==> config.mk <==
export PLATFORM = sky130hd
export DESIGN_NAME = tea_cfg
export DESIGN_NICKNAME = d
export VERILOG_FILES = /design/src/design/tea_pkg.sv /design/src/design/tea_cfg.sv
export SDC_FILE = /design/constraint.sdc
export NUM_CORES = 1
export LEC_CHECK = 0
export BUFFER_PORTS_ARGS = -buffer_cell sky130_fd_sc_hd__buf_2
export CAP_MARGIN = 20
export CELL_PAD_IN_SITES_DETAIL_PLACEMENT = 1
export CELL_PAD_IN_SITES_GLOBAL_PLACEMENT = 1
export CORE_MARGIN = 5
export CORE_UTILIZATION = 42
export DETAILED_ROUTE_END_ITERATION = 6
export MAX_ROUTING_LAYER = met4
export PLACE_DENSITY = 0.83
export SLEW_MARGIN = 20
export SYNTH_ARGS = -nofsm -noshare
export SYNTH_HDL_FRONTEND = slang
export SYNTH_SLANG_ARGS = --single-unit
export TNS_END_PERCENT = 5
==> constraint.sdc <==
create_clock -name clk -period 1.4 [get_ports clk]
set_input_delay 0.14 -clock clk [delete_from_list [all_inputs] [get_ports clk]]
set_output_delay 0.14 -clock clk [all_outputs]
set_load 0.01 [all_outputs]
==> src/design/tea_pkg.sv <==
package tea_pkg;

  localparam int unsigned WORD_W = 32;
  localparam int unsigned DEFAULT_ROUNDS = 32;
  localparam logic [WORD_W-1:0] TEA_DELTA = 32'h9E37_79B9;

  // Configuration register indexes.
  localparam int unsigned CFG_IDX_W = 3;
  localparam logic [CFG_IDX_W-1:0] REG_DECRYPT_MODE = 3'd0;
  localparam logic [CFG_IDX_W-1:0] REG_KEY_WORD_0   = 3'd1;
  localparam logic [CFG_IDX_W-1:0] REG_KEY_WORD_1   = 3'd2;
  localparam logic [CFG_IDX_W-1:0] REG_KEY_WORD_2   = 3'd3;
  localparam logic [CFG_IDX_W-1:0] REG_KEY_WORD_3   = 3'd4;

  typedef struct packed {
    logic [WORD_W-1:0] block_high;
    logic [WORD_W-1:0] block_low;
  } in_word_t;

  typedef struct packed {
    logic [WORD_W-1:0] result_high;
    logic [WORD_W-1:0] result_low;
  } out_word_t;

  typedef struct packed {
    logic              decrypt_mode;
    logic [WORD_W-1:0] key_word_0;
    logic [WORD_W-1:0] key_word_1;
    logic [WORD_W-1:0] key_word_2;
    logic [WORD_W-1:0] key_word_3;
  } cfg_t;

  // One word in flight between two neighboring cells.
  typedef struct packed {
    logic              valid;
    logic [WORD_W-1:0] y;
    logic [WORD_W-1:0] z;
  } stage_t;

  // The TEA round function.
  function automatic logic [WORD_W-1:0] tea_mix(input logic [WORD_W-1:0] v,
                                                input logic [WORD_W-1:0] sum,
                                                input logic [WORD_W-1:0] ka,
                                                input logic [WORD_W-1:0] kb);
    logic [WORD_W-1:0] a;
    logic [WORD_W-1:0] b;
    logic [WORD_W-1:0] c;
    a = (v << 4) + ka;
    b = v + sum;
    c = (v >> 5) + kb;
    return a ^ b ^ c;
  endfunction

endpackage

==> src/design/tea_cfg.sv <==
module tea_cfg
  import tea_pkg::*;
(
  input  logic                 clk,
  input  logic                 rst,
  input  logic                 cfg_write,
  input  logic [CFG_IDX_W-1:0] cfg_index,
  input  logic [WORD_W-1:0]    cfg_data,
  output cfg_t                 cfg
);

  cfg_t regs;

  always_ff @(posedge clk) begin
    if (rst) begin
      regs <= '0;
    end else if (cfg_write) begin
      case (cfg_index)
        REG_DECRYPT_MODE: regs.decrypt_mode <= cfg_data[0];
        REG_KEY_WORD_0:   regs.key_word_0   <= cfg_data;
        REG_KEY_WORD_1:   regs.key_word_1   <= cfg_data;
        REG_KEY_WORD_2:   regs.key_word_2   <= cfg_data;
        REG_KEY_WORD_3:   regs.key_word_3   <= cfg_data;
        default: begin
          // Writes to unused indexes are dropped.
        end
      endcase
    end
  end

  assign cfg = regs;

endmodule

After elaboration in Yosys (flattened, before gate mapping)
Index checks and enable logic that the tools add are counted.
{ "totals": {"register_bits": 129, "out_inout_bits": 129, "elab_cells": 15} }
{ "op_classes": {"n_eq_ne": 4, "n_reduce_logical": 6} }
{ "ops": {"columns": ["cell", "n"], "rows": [
  ["$reduce_and 2->1", 5],
  ["$eq 3x2->1 const B", 2],
  ["$eq 3x1->1 const B", 1],
  ["$eq 3x3->1 const B", 1],
  ["$logic_not 3->1", 1]
]} }

Logic depth before layout (Yosys ltp)
{ "depth": {"depth_word": 2, "depth_mapped": 5, "depth_no_buf": 2} }

Worst setup path before layout
No wires, ideal clock.
{ "synth_path": {"kind": "input port to flip-flop", "from": "input rst", "to": "register regs (netlist bit cfg[128])", "arrival_ps": 805, "t_required_ps": 1270, "setup_slack_ps": 465, "cell_stages": 5, "path_buffers": 3, "cell_sequence": "buf_2 > buf_2 > clkbuf_1 > nand2b_1 > mux2i_1"} }
{ "synth_lines": {"columns": ["item", "line_no", "rtl"], "rows": [
  ["from (decl)", "tea_cfg.sv:5", "input logic rst,"],
  ["to (decl)", "tea_cfg.sv:12", "cfg_t regs;"]
]} }

Worst setup path in the final report
{ "layout_path": {"from": "register regs (netlist bit cfg[24])", "to": "output cfg[24] (netlist bit)"} }
{ "layout_lines": {"columns": ["item", "line_no", "rtl"], "rows": [
  ["to (decl)", "tea_cfg.sv:9", "output cfg_t cfg"]
]} }
No word-level cell between the ends.

==> results.sh <==
export IMPL_wire_per_inst_um=17.9
export IMPL_tns_ps=0
export IMPL_die_area_um2=14600
export IMPL_reg2reg_depth=2
export IMPL_fp_dieW_um=121
export IMPL_dr_total_vias=3807
export IMPL_antenna_found_initial=0
export IMPL_hold_depth=3
export IMPL_setup_viol=0
export IMPL_busiest_layer="met2"
export IMPL_grt_setup_unrepaired="no"
export IMPL_r2r_end="cfg[77]"
export IMPL_cts_hold_fix_buffers=0
export IMPL_seqCellArea_um2=2580
export IMPL_rrSetupSlack_ps=740
export IMPL_drive_gt1_share_pct=32.8
export IMPL_dp_cells=749
export IMPL_synthesis_area_um2=5150
export IMPL_finalCritPeriodShare_pct=76.0
export IMPL_cts_setup_buffers=0
export IMPL_cp_slowest_cell="dfxtp_1"
export IMPL_grt_pass1_vias=4225
export IMPL_multiInputGateArea_um2=2410
export IMPL_cts_tree="built"
export IMPL_p_per_area_nw_per_um2=1230
export IMPL_start_kind="register"
export IMPL_port_buffers=166
export IMPL_slew_viol_final=0
export IMPL_start_util_pct=42.9
export IMPL_synthDistinctLibCells=12
export IMPL_cpPeakStageDelay_ps=370
export IMPL_cp_cell_sequence="buf_2"
export IMPL_grt_max_degree=65
export IMPL_drt_pass1_iter_count=4
export IMPL_ys_warn_count=0
export IMPL_htreeDepth=4
export IMPL_die_h_um=121
export IMPL_final_core_util_pct=55.8
export IMPL_nets=659
export IMPL_r2r_start="cfg[77]"
export IMPL_drtAntennaViolNets=0
export IMPL_viasPerCell=4.89
export IMPL_diodes=0
export IMPL_post_cts_resized=0
export IMPL_synth_cells=459
export IMPL_hold_violations=0
export IMPL_fillers=1363
export IMPL_p_total_mw=8.23
export IMPL_avgSynthCellArea_um2=11.2
export IMPL_post_place_ws_ps=209
export IMPL_rows=40
export IMPL_fin_worst_skew_ps=0
export IMPL_fmax_mhz=940
export IMPL_whs_endpoint="cfg[38]"
export IMPL_cp_required_ps=1260
export IMPL_remaining_drc_errors=0
export IMPL_ir_drop_uv=666
export IMPL_crit_family="flip-flops"
export IMPL_hold_start="cfg_data[6]"
export IMPL_gp_congestion=0.766
export IMPL_critical_path_max_fanout=2
export IMPL_met1_usage_pct=22.6
export IMPL_numCtsBuffers=17
export IMPL_cp_end_kind="output pin"
export IMPL_final_cell_mix="buf_2, nand2b_1, mux2i_1, dfxtp_1, clkbuf_16"
export IMPL_criticalPathCategory="register to output pin"
export IMPL_grtUsageMet3_pct=6.13
export IMPL_tightest_slew_ps=444
export IMPL_arrival_ps=920
export IMPL_core_um2=12000
export IMPL_synth_nets=497
export IMPL_fin_crit_ps=1060
export IMPL_grt_usage_pct=20.1
export IMPL_seq_area_frac_synth_pct=50.2
export IMPL_clk_latency_ps=400
export IMPL_clk_path_buf_depth=2
export IMPL_io_pins=167
export IMPL_largest_reg_flops=129
export IMPL_first_iter_violations=220
export IMPL_status="complete, no violations"
export IMPL_crit_buf_inv=1
export IMPL_clock_tree_root_cell="clkbuf_16"
export IMPL_cts_clk_slew_worst_paths_ps=60
export IMPL_drv_cap=0
export IMPL_finalNonFillerCells=779
export IMPL_slew_headroom_pct=70.0
export IMPL_grt_pass1_wl_um=22300
export IMPL_setup_slack_ps=337
export IMPL_layout_commonest_cell="buf_2"
export IMPL_syn_to_final_growth_pct=30.2
export IMPL_hpwl_um=9890
export IMPL_overflow=0
export IMPL_synth_seq_cells=129
export IMPL_power_leakage_nw=3.52
export IMPL_hold_class="primary input to register"
export IMPL_grt_use_met2_pct=34.3
export IMPL_cts_sink_count=129
export IMPL_wirelength_um=13900
[power breakdown]
part	internal, mW	switching [mW]
sequential	3.76	0.0454
clock	2.32	1.53
combinational	0.287	0.303
total	6.36	1.88
[layout make-up]
| type | instances | share of cell area [%] |
|---|---|---|
| Multi-Input combinational cell | 297 | 36.0 |
| Tap cell | 147 | 2.74 |
| Timing Repair Buffer | 176 | 15.2 |
| Clock inverter | 7 | 0.560 |
| Clock buffer | 23 | 6.98 |
| Sequential cell | 129 | 38.5 |
[cells in the mapped netlist]
library cell,instances,area [µm²]
nand2b_1,161,1010
dfxtp_1,129,2580
mux2i_1,129,1290
clkbuf_1,16,60.1
buf_2,9,45.0
buf_6,5,56.3
buf_4,3,22.5
nand4bb_1,3,33.8
and4bb_1,1,12.5
and4bb_2,1,12.5
nand4b_2,1,15.0
nor4b_1,1,8.76
[stage by stage]
step | hold WS [ps] | instance area (µm²)
2_1_floorplan | 332 | 5150
3_3_place_gp | 455 | 6200
3_5_place_dp | 463 | 6200
4_1_cts | 78.6 | 6700
5_1_grt | 103 | 6700
6_report | 82.7 | 6700
[worst max path at each step]
| stage | slack, ps | cells past startpoint | to | from |
|---|---|---|---|---|
| 6_report | 340 | 1 | cfg[24] | cfg[24] |
| 3_3_place_gp | 280 | 4 | cfg[28] | cfg_index[1] |
| 2_1_floorplan | 460 | 5 | cfg[128] | rst |
| 4_1_cts | 320 | 1 | cfg[22] | cfg[22] |
| 5_1_grt | 310 | 1 | cfg[24] | cfg[24] |
| 3_5_place_dp | 210 | 4 | cfg[13] | cfg_index[1] |
[layer usage]
layer / up-vias / part of all wire (%)
li1: 1845 / -
met1: 1840 / 43
met2: 108 / 50
met3: 14 / 6.3
met4: 0 / 1.2
met5: - / 0
[logic make-up after synthesis]
logic type,share of synthesized area (%)
AND/OR/NAND/NOR,21.2
multiplexers,25.1
flip-flops,50.2
buffers and inverters,3.57
No activity file was read; power rests on OpenSTA's default activity.
