$ cat src/design/tea_pkg.sv
package tea_pkg;

  localparam int unsigned WORD_W = 32;
  localparam int unsigned DEFAULT_ROUNDS = 32;
  localparam logic [WORD_W-1:0] TEA_DELTA = 32'h9E37_79B9;

  // Configuration register indexes.
  localparam int unsigned CFG_IDX_W = 3;
  localparam logic [CFG_IDX_W-1:0] REG_DECRYPT_MODE = 3'd0;
  localparam logic [CFG_IDX_W-1:0] REG_KEY_WORD_0   = 3'd1;
  localparam logic [CFG_IDX_W-1:0] REG_KEY_WORD_1   = 3'd2;
  localparam logic [CFG_IDX_W-1:0] REG_KEY_WORD_2   = 3'd3;
  localparam logic [CFG_IDX_W-1:0] REG_KEY_WORD_3   = 3'd4;

  typedef struct packed {
    logic [WORD_W-1:0] block_high;
    logic [WORD_W-1:0] block_low;
  } in_word_t;

  typedef struct packed {
    logic [WORD_W-1:0] result_high;
    logic [WORD_W-1:0] result_low;
  } out_word_t;

  typedef struct packed {
    logic              decrypt_mode;
    logic [WORD_W-1:0] key_word_0;
    logic [WORD_W-1:0] key_word_1;
    logic [WORD_W-1:0] key_word_2;
    logic [WORD_W-1:0] key_word_3;
  } cfg_t;

  // One word in flight between two neighboring cells.
  typedef struct packed {
    logic              valid;
    logic [WORD_W-1:0] y;
    logic [WORD_W-1:0] z;
  } stage_t;

  // The TEA round function.
  function automatic logic [WORD_W-1:0] tea_mix(input logic [WORD_W-1:0] v,
                                                input logic [WORD_W-1:0] sum,
                                                input logic [WORD_W-1:0] ka,
                                                input logic [WORD_W-1:0] kb);
    logic [WORD_W-1:0] a;
    logic [WORD_W-1:0] b;
    logic [WORD_W-1:0] c;
    a = (v << 4) + ka;
    b = v + sum;
    c = (v >> 5) + kb;
    return a ^ b ^ c;
  endfunction

endpackage

$ cat src/design/tea_cell.sv
module tea_cell
  import tea_pkg::*;
#(
  parameter int unsigned ROUNDS = DEFAULT_ROUNDS,
  parameter int unsigned STEP   = 0
)
(
  input  logic   clk,
  input  logic   rst,
  input  cfg_t   cfg,
  input  stage_t prev,
  output stage_t next
);

  // Each cell performs one half round. Even steps are the first half of a
  // round, odd steps the second half.
  localparam int unsigned ROUND = STEP / 2;
  localparam bit SECOND_HALF = (STEP % 2) == 1;
  localparam logic [63:0] ENC_PROD = 64'(TEA_DELTA) * 64'(ROUND + 1);
  localparam logic [63:0] DEC_PROD = 64'(TEA_DELTA) * 64'(ROUNDS - ROUND);
  localparam logic [WORD_W-1:0] SUM_ENC = ENC_PROD[WORD_W-1:0];
  localparam logic [WORD_W-1:0] SUM_DEC = DEC_PROD[WORD_W-1:0];

  logic              update_y;
  logic [WORD_W-1:0] sum;
  logic [WORD_W-1:0] mixed;
  logic [WORD_W-1:0] target;
  logic [WORD_W-1:0] target_next;
  logic              stage_valid;
  logic [WORD_W-1:0] stage_y;
  logic [WORD_W-1:0] stage_z;

  always_comb begin
    // Encryption updates y first, decryption undoes z first.
    update_y    = SECOND_HALF ^ !cfg.decrypt_mode;
    sum         = cfg.decrypt_mode ? SUM_DEC : SUM_ENC;
    if (update_y) begin
      mixed  = tea_mix(prev.z, sum, cfg.key_word_0, cfg.key_word_1);
      target = prev.y;
    end else begin
      mixed  = tea_mix(prev.y, sum, cfg.key_word_2, cfg.key_word_3);
      target = prev.z;
    end
    target_next = cfg.decrypt_mode ? (target - mixed) : (target + mixed);
  end

  always_ff @(posedge clk) begin
    if (rst) begin
      stage_valid <= 1'b0;
    end else begin
      stage_valid <= prev.valid;
    end
  end

  always_ff @(posedge clk) begin
    stage_y <= update_y ? target_next : prev.y;
    stage_z <= update_y ? prev.z : target_next;
  end

  assign next.valid = stage_valid;
  assign next.y     = stage_y;
  assign next.z     = stage_z;

endmodule

$ cat config.mk
export PLATFORM = sky130hd
export DESIGN_NAME = tea_cell
export DESIGN_NICKNAME = d
export VERILOG_FILES = /design/src/design/tea_pkg.sv /design/src/design/tea_cell.sv
export SDC_FILE = /design/constraint.sdc
export NUM_CORES = 1
export LEC_CHECK = 0
export ABC_AREA = 0
export CORE_UTILIZATION = 30
export DETAILED_ROUTE_END_ITERATION = 12
export DONT_BUFFER_PORTS = 1
export PLACE_DENSITY_LB_ADDON = 0.1
export SLEW_MARGIN = 20
export SYNTH_ARGS = -nofsm -noshare
export SYNTH_HDL_FRONTEND = slang
export SYNTH_SLANG_ARGS = --single-unit
$ cat constraint.sdc
create_clock -name clk -period 9.8 [get_ports clk]
set_clock_uncertainty 0.2 [all_clocks]
set_input_delay 0.98 -clock clk [delete_from_list [all_inputs] [get_ports clk]]
set_output_delay 0.98 -clock clk [all_outputs]
set_load 0.05 [all_outputs]
## Word level (Yosys, flattened, before mapping)

Index checks and enable logic that the tools add are counted.

| storage, ports and cells | value |
|---|---|
| register bits after elaboration | 65 |
| input port bits | 196 |
| output and inout bits | 65 |
| word-level logic and storage cells | 21 |

| cells by class | value |
|---|---|
| add/subtract/negate cells | 8 |
| muxes and demuxes | 6 |
| bitwise logic cells | 4 |

Operator list:

| operator | number |
|---|---|
| 32-bit adder | 5 |
| 32-bit two-way mux | 5 |
| 32-bit XOR | 4 |
| 27-bit by 32-bit adder with 32-bit output | 2 |
| 32-bit subtractor | 1 |
| 31-bit two-way mux | 1 |

## Depth between registers and ports, before layout

| logic depth | value |
|---|---|
| depth after elaboration | 8 |
| depth in mapped cells | 33 |
| depth with buffers taken out | 29 |

## Worst setup path after synthesis

OpenSTA, ideal clock, no wires.

| timing path | value |
|---|---|
| path type | input -> register |
| start point | input port cfg[128] (netlist name) |
| end point | register stage_y[31] |
| library setup time | 72 ps |
| arrival time | 8187 ps |
| data required time | 9528 ps |
| setup slack | 1341 ps |
| stages | 31 |
| path buffers | 4 |
| cell sequence | inv_1 > clkbuf_1 > buf_1 > clkbuf_1 > clkbuf_1 > ha_1 > a211oi_2 > nand2_1 > xnor2_1 > xnor2_1 > or4b_4 > a21o_1 > nor2_1 > nand3_1 > nor3_1 > nand3_1 > a21boi_0 > a31oi_1 > ha_1 > a21o_1 > a21o_1 > a21o_1 > a21o_1 > a21o_1 > nor3_1 > a21boi_0 > a31oi_1 > nor2_1 > nor4b_1 > nor4_1 > xnor2_1 |

| on the way | value |
|---|---|
| word-level cells in the longest chain between the ends | 8 |
| elaborated cells on any way between the ends | 13 |
| classes of those cells | add/sub (4); mux (5); bitwise (4) |

Ends and longest elaborated chain:

| what | RTL line | source |
|---|---|---|
| start: declaration | tea_cell.sv:10 | `input cfg_t cfg,` |
| 31-bit two-way mux | tea_cell.sv:36 | `sum = cfg.decrypt_mode ? SUM_DEC : SUM_ENC;` |
| 32-bit adder | tea_pkg.sv:49 | `b = v + sum;` |
| 32-bit XOR (2 in series) | tea_pkg.sv:51 | `return a ^ b ^ c;` |
| 32-bit two-way mux | tea_cell.sv:37 | `if (update_y) begin` |
| 32-bit adder / 32-bit subtractor (equally long branches) | tea_cell.sv:44 | `target_next = cfg.decrypt_mode ? (target - mixed) : (target + mixed);` |
| 32-bit two-way mux | tea_cell.sv:44 |  |
| 32-bit two-way mux (*) | tea_cell.sv:56 | `stage_y <= update_y ? target_next : prev.y;` |
| end signal: assignment | tea_cell.sv:56 |  |
| end: declaration | tea_cell.sv:30 | `logic [WORD_W-1:0] stage_y;` |

Every way passes the cells marked *; elsewhere a longest branch is shown, timed or not.
A chain may end at the register's enable or synchronous reset.

## Worst setup path in the final report

Same ends and word-level chain as after synthesis.

==> load_flow_metrics.sql <==
INSERT INTO impl_metrics (metric_group, metric, value, unit) VALUES
('finish', 'fin_util', '32.2', '%'),
('logic_synthesis', 'largest_family_of_logic_cells_by_synthesized_area', 'compound AO/OA/AOI/OAI gates', ''),
('logic_synthesis', 'xor_xnor_share_of_the_synthesized_area', '21.9', '%'),
('logic_synthesis', 'synth.mux.area_fraction', '3.39', '%'),
('power', 'leakage', '6.23', 'nW'),
('critical_path', 'crit_fanout', '185', ''),
('finish', 'number_of_antenna_repair_diodes', '0', ''),
('logic_synthesis', 'simple_gate_fraction_of_synth_area', '19.0', '%'),
('worst_hold_path', 'hold_path.class', 'in -> reg', ''),
('place', 'io_buffer_count', '0', ''),
('sta', 'worst_slew_pin_slew', '0.905', 'ns'),
('floorplan', 'die_area', '0.0481', 'mm²'),
('finish', 'final_nets', '2155', ''),
('finish', 'area_delta_synth_final', '5.60', '%'),
('sta', 'timing.setup.tns', '0', 'ns'),
('logic_synthesis', 'synth_area_leaders', 'sky130_fd_sc_hd__ha_1, sky130_fd_sc_hd__xnor2_1, sky130_fd_sc_hd__dfxtp_1', ''),
('power', 'finalPower', '3.25', 'mW'),
('critical_path', 'worstPathRequired', '9.88', 'ns'),
('logic_synthesis', 'syn_area_per_cell', '7.72', 'µm²'),
('logic_synthesis', 'share_of_the_synthesized_area_in_the_top_cell_type', '15.4', '%'),
('logic_synthesis', 'syn-cell-area', '0.0142', 'mm²'),
('logic_synthesis', 'async_flop_share', '0', '%'),
('finish', 'drive_above_1_share', '4.93', '%'),
('power', 'cellPowerDensity', '217', 'mW/mm²'),
('finish', 'n_fill_cell', '4977', ''),
('clock_tree', 'worst_setup_hold_path_clk_slew', '0.06', 'ns'),
('logic_synthesis', 'synth-compound-area-share', '27.5', '%'),
('detailed_routing', 'postRouteWirelength', '54400', 'µm'),
('finish', 'layoutNonFillerInstCount', '2392', ''),
('detailed_routing', 'wl_per_cell', '22.7', 'µm'),
('logic_synthesis', 'synth_warnings', '0', ''),
('logic_synthesis', 'synth_enable_flop_cells', '0', ''),
('sta', 'fin_crit_sh', '85.7', '%'),
('sta', 'rsz_0062_raised_after_global_routing', 'false', ''),
('finish', 'multi_input_area', '0.0125', 'mm²'),
('sta', 'fmaxAchievable', '119', 'MHz'),
('place', 'dp_cells', '2376', ''),
('sta', 'timing.slew.headroom', '38.1', '%'),
('critical_path', 'setup.worst_path.class', 'in -> reg', ''),
('run', 'cap_viol_max_count', '0', ''),
('logic_synthesis', 'ys.flop_type', 'sky130_fd_sc_hd__dfxtp_1', ''),
('clock_tree', 'cts_post_setup_buffers_inserted', '0', ''),
('logic_synthesis', 'mappedNetlistNets', '2211', ''),
('critical_path', 'critical_path_arrival', '8.48', 'ns'),
('global_route', 'grt_pass1_vias', '13100', ''),
('logic_synthesis', 'synth_unique_cells', '91', ''),
('sta', 'post-route-min-period', '8.39', 'ns'),
('place', 'hpwlAfterDp', '44600', 'µm'),
('logic_synthesis', 'yosys.area_share.adder', '16.1', '%'),
('critical_path', 'worstSetupEndpointType', 'flop', ''),
('global_route', 'grt_pass1_wl', '80700', 'µm'),
('place', 'place_congestion', '0.878', ''),
('floorplan', 'die-height', '219', 'µm'),
('power', 'vdd_drop_max', '0.0000945', 'V'),
('logic_synthesis', 'postSynthRegisterBits', '65', ''),
('clock_tree', 'cts.htree.levels', '3', ''),
('clock_tree', 'clock_tree.buffer_depth', '2', ''),
('sta', 'worst_slack', '1.41', 'ns'),
('clock_tree', 'ctsResizeCount', '0', ''),
('outcome', 'status', 'complete, no violations', ''),
('sta', 'hold_viol', '0', ''),
('floorplan', 'initial_core_util', '30.5', '%'),
('detailed_routing', 'ant_nets', '0', ''),
('place', 'dp_worst_setup_slack', '1.31', 'ns'),
('clock_tree', 'post_cts_hold_buffer_count', '0', ''),
('floorplan', 'core.rowCount', '79', ''),
('detailed_routing', 'post-route-drc-count', '0', ''),
('global_route', 'grt.overflow.total', '0', ''),
('critical_path', 'crit_path_start_kind', 'input pin', ''),
('floorplan', 'placeableCoreArea', '0.0466', 'mm²'),
('sta', 'timing.final.setup_violations', '0', '');
-- power by group --
part	leakage [nW]	switching (mW)	internal, mW
clock	0.144	0.129	0.203
combinational	5.54	1.13	0.852
sequential	0.548	0.540	0.397
-- synth_stat cells (6+ instances only) --
cell and n:
sky130_fd_sc_hd__xnor2_1 215, sky130_fd_sc_hd__nand4_1 19, sky130_fd_sc_hd__o21bai_1 21, sky130_fd_sc_hd__nand2b_1 15, sky130_fd_sc_hd__mux2i_1 12, sky130_fd_sc_hd__buf_1 9
sky130_fd_sc_hd__nor3_1 34, sky130_fd_sc_hd__inv_1 38, sky130_fd_sc_hd__nand2_1 187, sky130_fd_sc_hd__nor2b_1 14, sky130_fd_sc_hd__nor4b_1 6, sky130_fd_sc_hd__o221ai_1 6
sky130_fd_sc_hd__nand3_1 50, sky130_fd_sc_hd__xnor3_1 29, sky130_fd_sc_hd__mux2_2 32, sky130_fd_sc_hd__a31oi_1 26, sky130_fd_sc_hd__a211oi_1 19, sky130_fd_sc_hd__o31ai_1 12
sky130_fd_sc_hd__a31o_2 9, sky130_fd_sc_hd__o21ai_1 15, sky130_fd_sc_hd__or4_1 6, sky130_fd_sc_hd__or2_2 10, sky130_fd_sc_hd__a21boi_0 11, sky130_fd_sc_hd__or3_1 15
sky130_fd_sc_hd__xor2_1 63, sky130_fd_sc_hd__nor3b_1 7, sky130_fd_sc_hd__a21oi_1 136, sky130_fd_sc_hd__o211ai_1 12, sky130_fd_sc_hd__nor2_1 109, sky130_fd_sc_hd__and3_1 17
sky130_fd_sc_hd__ha_1 174, sky130_fd_sc_hd__and2_1 17, sky130_fd_sc_hd__a21o_1 79, sky130_fd_sc_hd__buf_2 11, sky130_fd_sc_hd__o21a_1 28, sky130_fd_sc_hd__o21ai_0 123
sky130_fd_sc_hd__clkbuf_1 49, sky130_fd_sc_hd__o211a_1 6, sky130_fd_sc_hd__a41oi_1 9, sky130_fd_sc_hd__a221oi_1 8, sky130_fd_sc_hd__nand3b_1 9, sky130_fd_sc_hd__dfxtp_1 65
sky130_fd_sc_hd__nor4_1 12
-- cell families (layout without fill, tap and decap cells) --
kind of cell / Yosys count / count (layout)
muxes: 44 / 44
and+or+nand+nor: 548 / 548
adders and majority gates: 179 / 179
DFF: 65 / 65
buffers and inverters: 108 / 57
xor gates and xnor gates: 308 / 308
AOI/OAI and AO/OA: 584 / 584
-- final cells by class --
type                    count  area share, %
well taps                 607           5.07
clock buffers              13           1.67
flip-flops and latches     65           8.69
clock inverters             3          0.267
repair buffers              3          0.150
inverters                  38          0.961
multi-input cells        1663           83.2
-- sequential cells by signal, summed over array words and instances, names as in the netlist --
register	flops
stage_z	32
stage_y	32
stage_valid	1
-- critical path, stage by stage --
cell and delay, ns:
sky130_fd_sc_hd__clkinv_2 0.54, sky130_fd_sc_hd__buf_4 0.40, sky130_fd_sc_hd__ha_1 0.44, sky130_fd_sc_hd__a2111oi_0 0.56
sky130_fd_sc_hd__o31ai_1 0.19, sky130_fd_sc_hd__o21bai_1 0.42, sky130_fd_sc_hd__nand2_1 0.12, sky130_fd_sc_hd__xnor3_1 0.37
sky130_fd_sc_hd__o21ai_0 0.14, sky130_fd_sc_hd__nand2_1 0.14, sky130_fd_sc_hd__o32a_1 0.30, sky130_fd_sc_hd__nor3_1 0.36
sky130_fd_sc_hd__nand3_1 0.29, sky130_fd_sc_hd__a21boi_0 0.24, sky130_fd_sc_hd__a31oi_1 0.07, sky130_fd_sc_hd__ha_1 0.39
sky130_fd_sc_hd__a21o_1 0.19, sky130_fd_sc_hd__a21o_1 0.17, sky130_fd_sc_hd__a21o_1 0.19, sky130_fd_sc_hd__a21o_1 0.17
sky130_fd_sc_hd__a21o_1 0.18, sky130_fd_sc_hd__nor3_1 0.12, sky130_fd_sc_hd__a21boi_0 0.18, sky130_fd_sc_hd__a31oi_1 0.40
sky130_fd_sc_hd__nor2_1 0.09, sky130_fd_sc_hd__nor4b_1 0.15, sky130_fd_sc_hd__nor4_1 0.36, sky130_fd_sc_hd__xnor2_1 0.17
-- placed cells by master, fill, tap and decap left out, types with 10 or more instances in the layout --
cell	instances
sky130_fd_sc_hd__o21ai_1	15
sky130_fd_sc_hd__and2_1	17
sky130_fd_sc_hd__nand2b_1	15
sky130_fd_sc_hd__xnor3_1	29
sky130_fd_sc_hd__nor3_1	34
sky130_fd_sc_hd__a31oi_1	26
sky130_fd_sc_hd__o21ai_0	123
sky130_fd_sc_hd__nand2_1	187
sky130_fd_sc_hd__o21a_1	28
sky130_fd_sc_hd__nor2_1	109
sky130_fd_sc_hd__and3_1	17
sky130_fd_sc_hd__or3_1	15
sky130_fd_sc_hd__nand3_1	50
sky130_fd_sc_hd__mux2i_1	12
sky130_fd_sc_hd__xnor2_1	215
sky130_fd_sc_hd__mux2_2	32
sky130_fd_sc_hd__a21oi_1	136
sky130_fd_sc_hd__dfxtp_1	65
sky130_fd_sc_hd__a21o_1	79
sky130_fd_sc_hd__nor4_1	12
sky130_fd_sc_hd__o211ai_1	12
sky130_fd_sc_hd__xor2_1	63
sky130_fd_sc_hd__ha_1	174
sky130_fd_sc_hd__nor2b_1	14
sky130_fd_sc_hd__nand4_1	19
sky130_fd_sc_hd__a21boi_0	11
sky130_fd_sc_hd__o21bai_1	21
sky130_fd_sc_hd__or2_2	10
sky130_fd_sc_hd__inv_1	37
sky130_fd_sc_hd__o31ai_1	12
sky130_fd_sc_hd__a211oi_1	19
-- worst paths after layout --
path / depth (start not counted) / slack (ns) / from / to
worst max-delay path: 28 / 1.41 / cfg[128] / stage_y[31]$_DFF_P_
worst min-delay path: 1 / 0.49 / rst / stage_valid$_SDFF_PP0_
-- routing by layer --
layer  vias up  wire length [µm]  global-route usage (%)
met5         -                 0                       0
met4         0               665                    4.40
met3        29              3020                    3.66
met2       329             23900                    35.0
met1      6278             26800                    31.6
li1       6686                 -                       -
No activity file was read; power rests on OpenSTA's default activity.
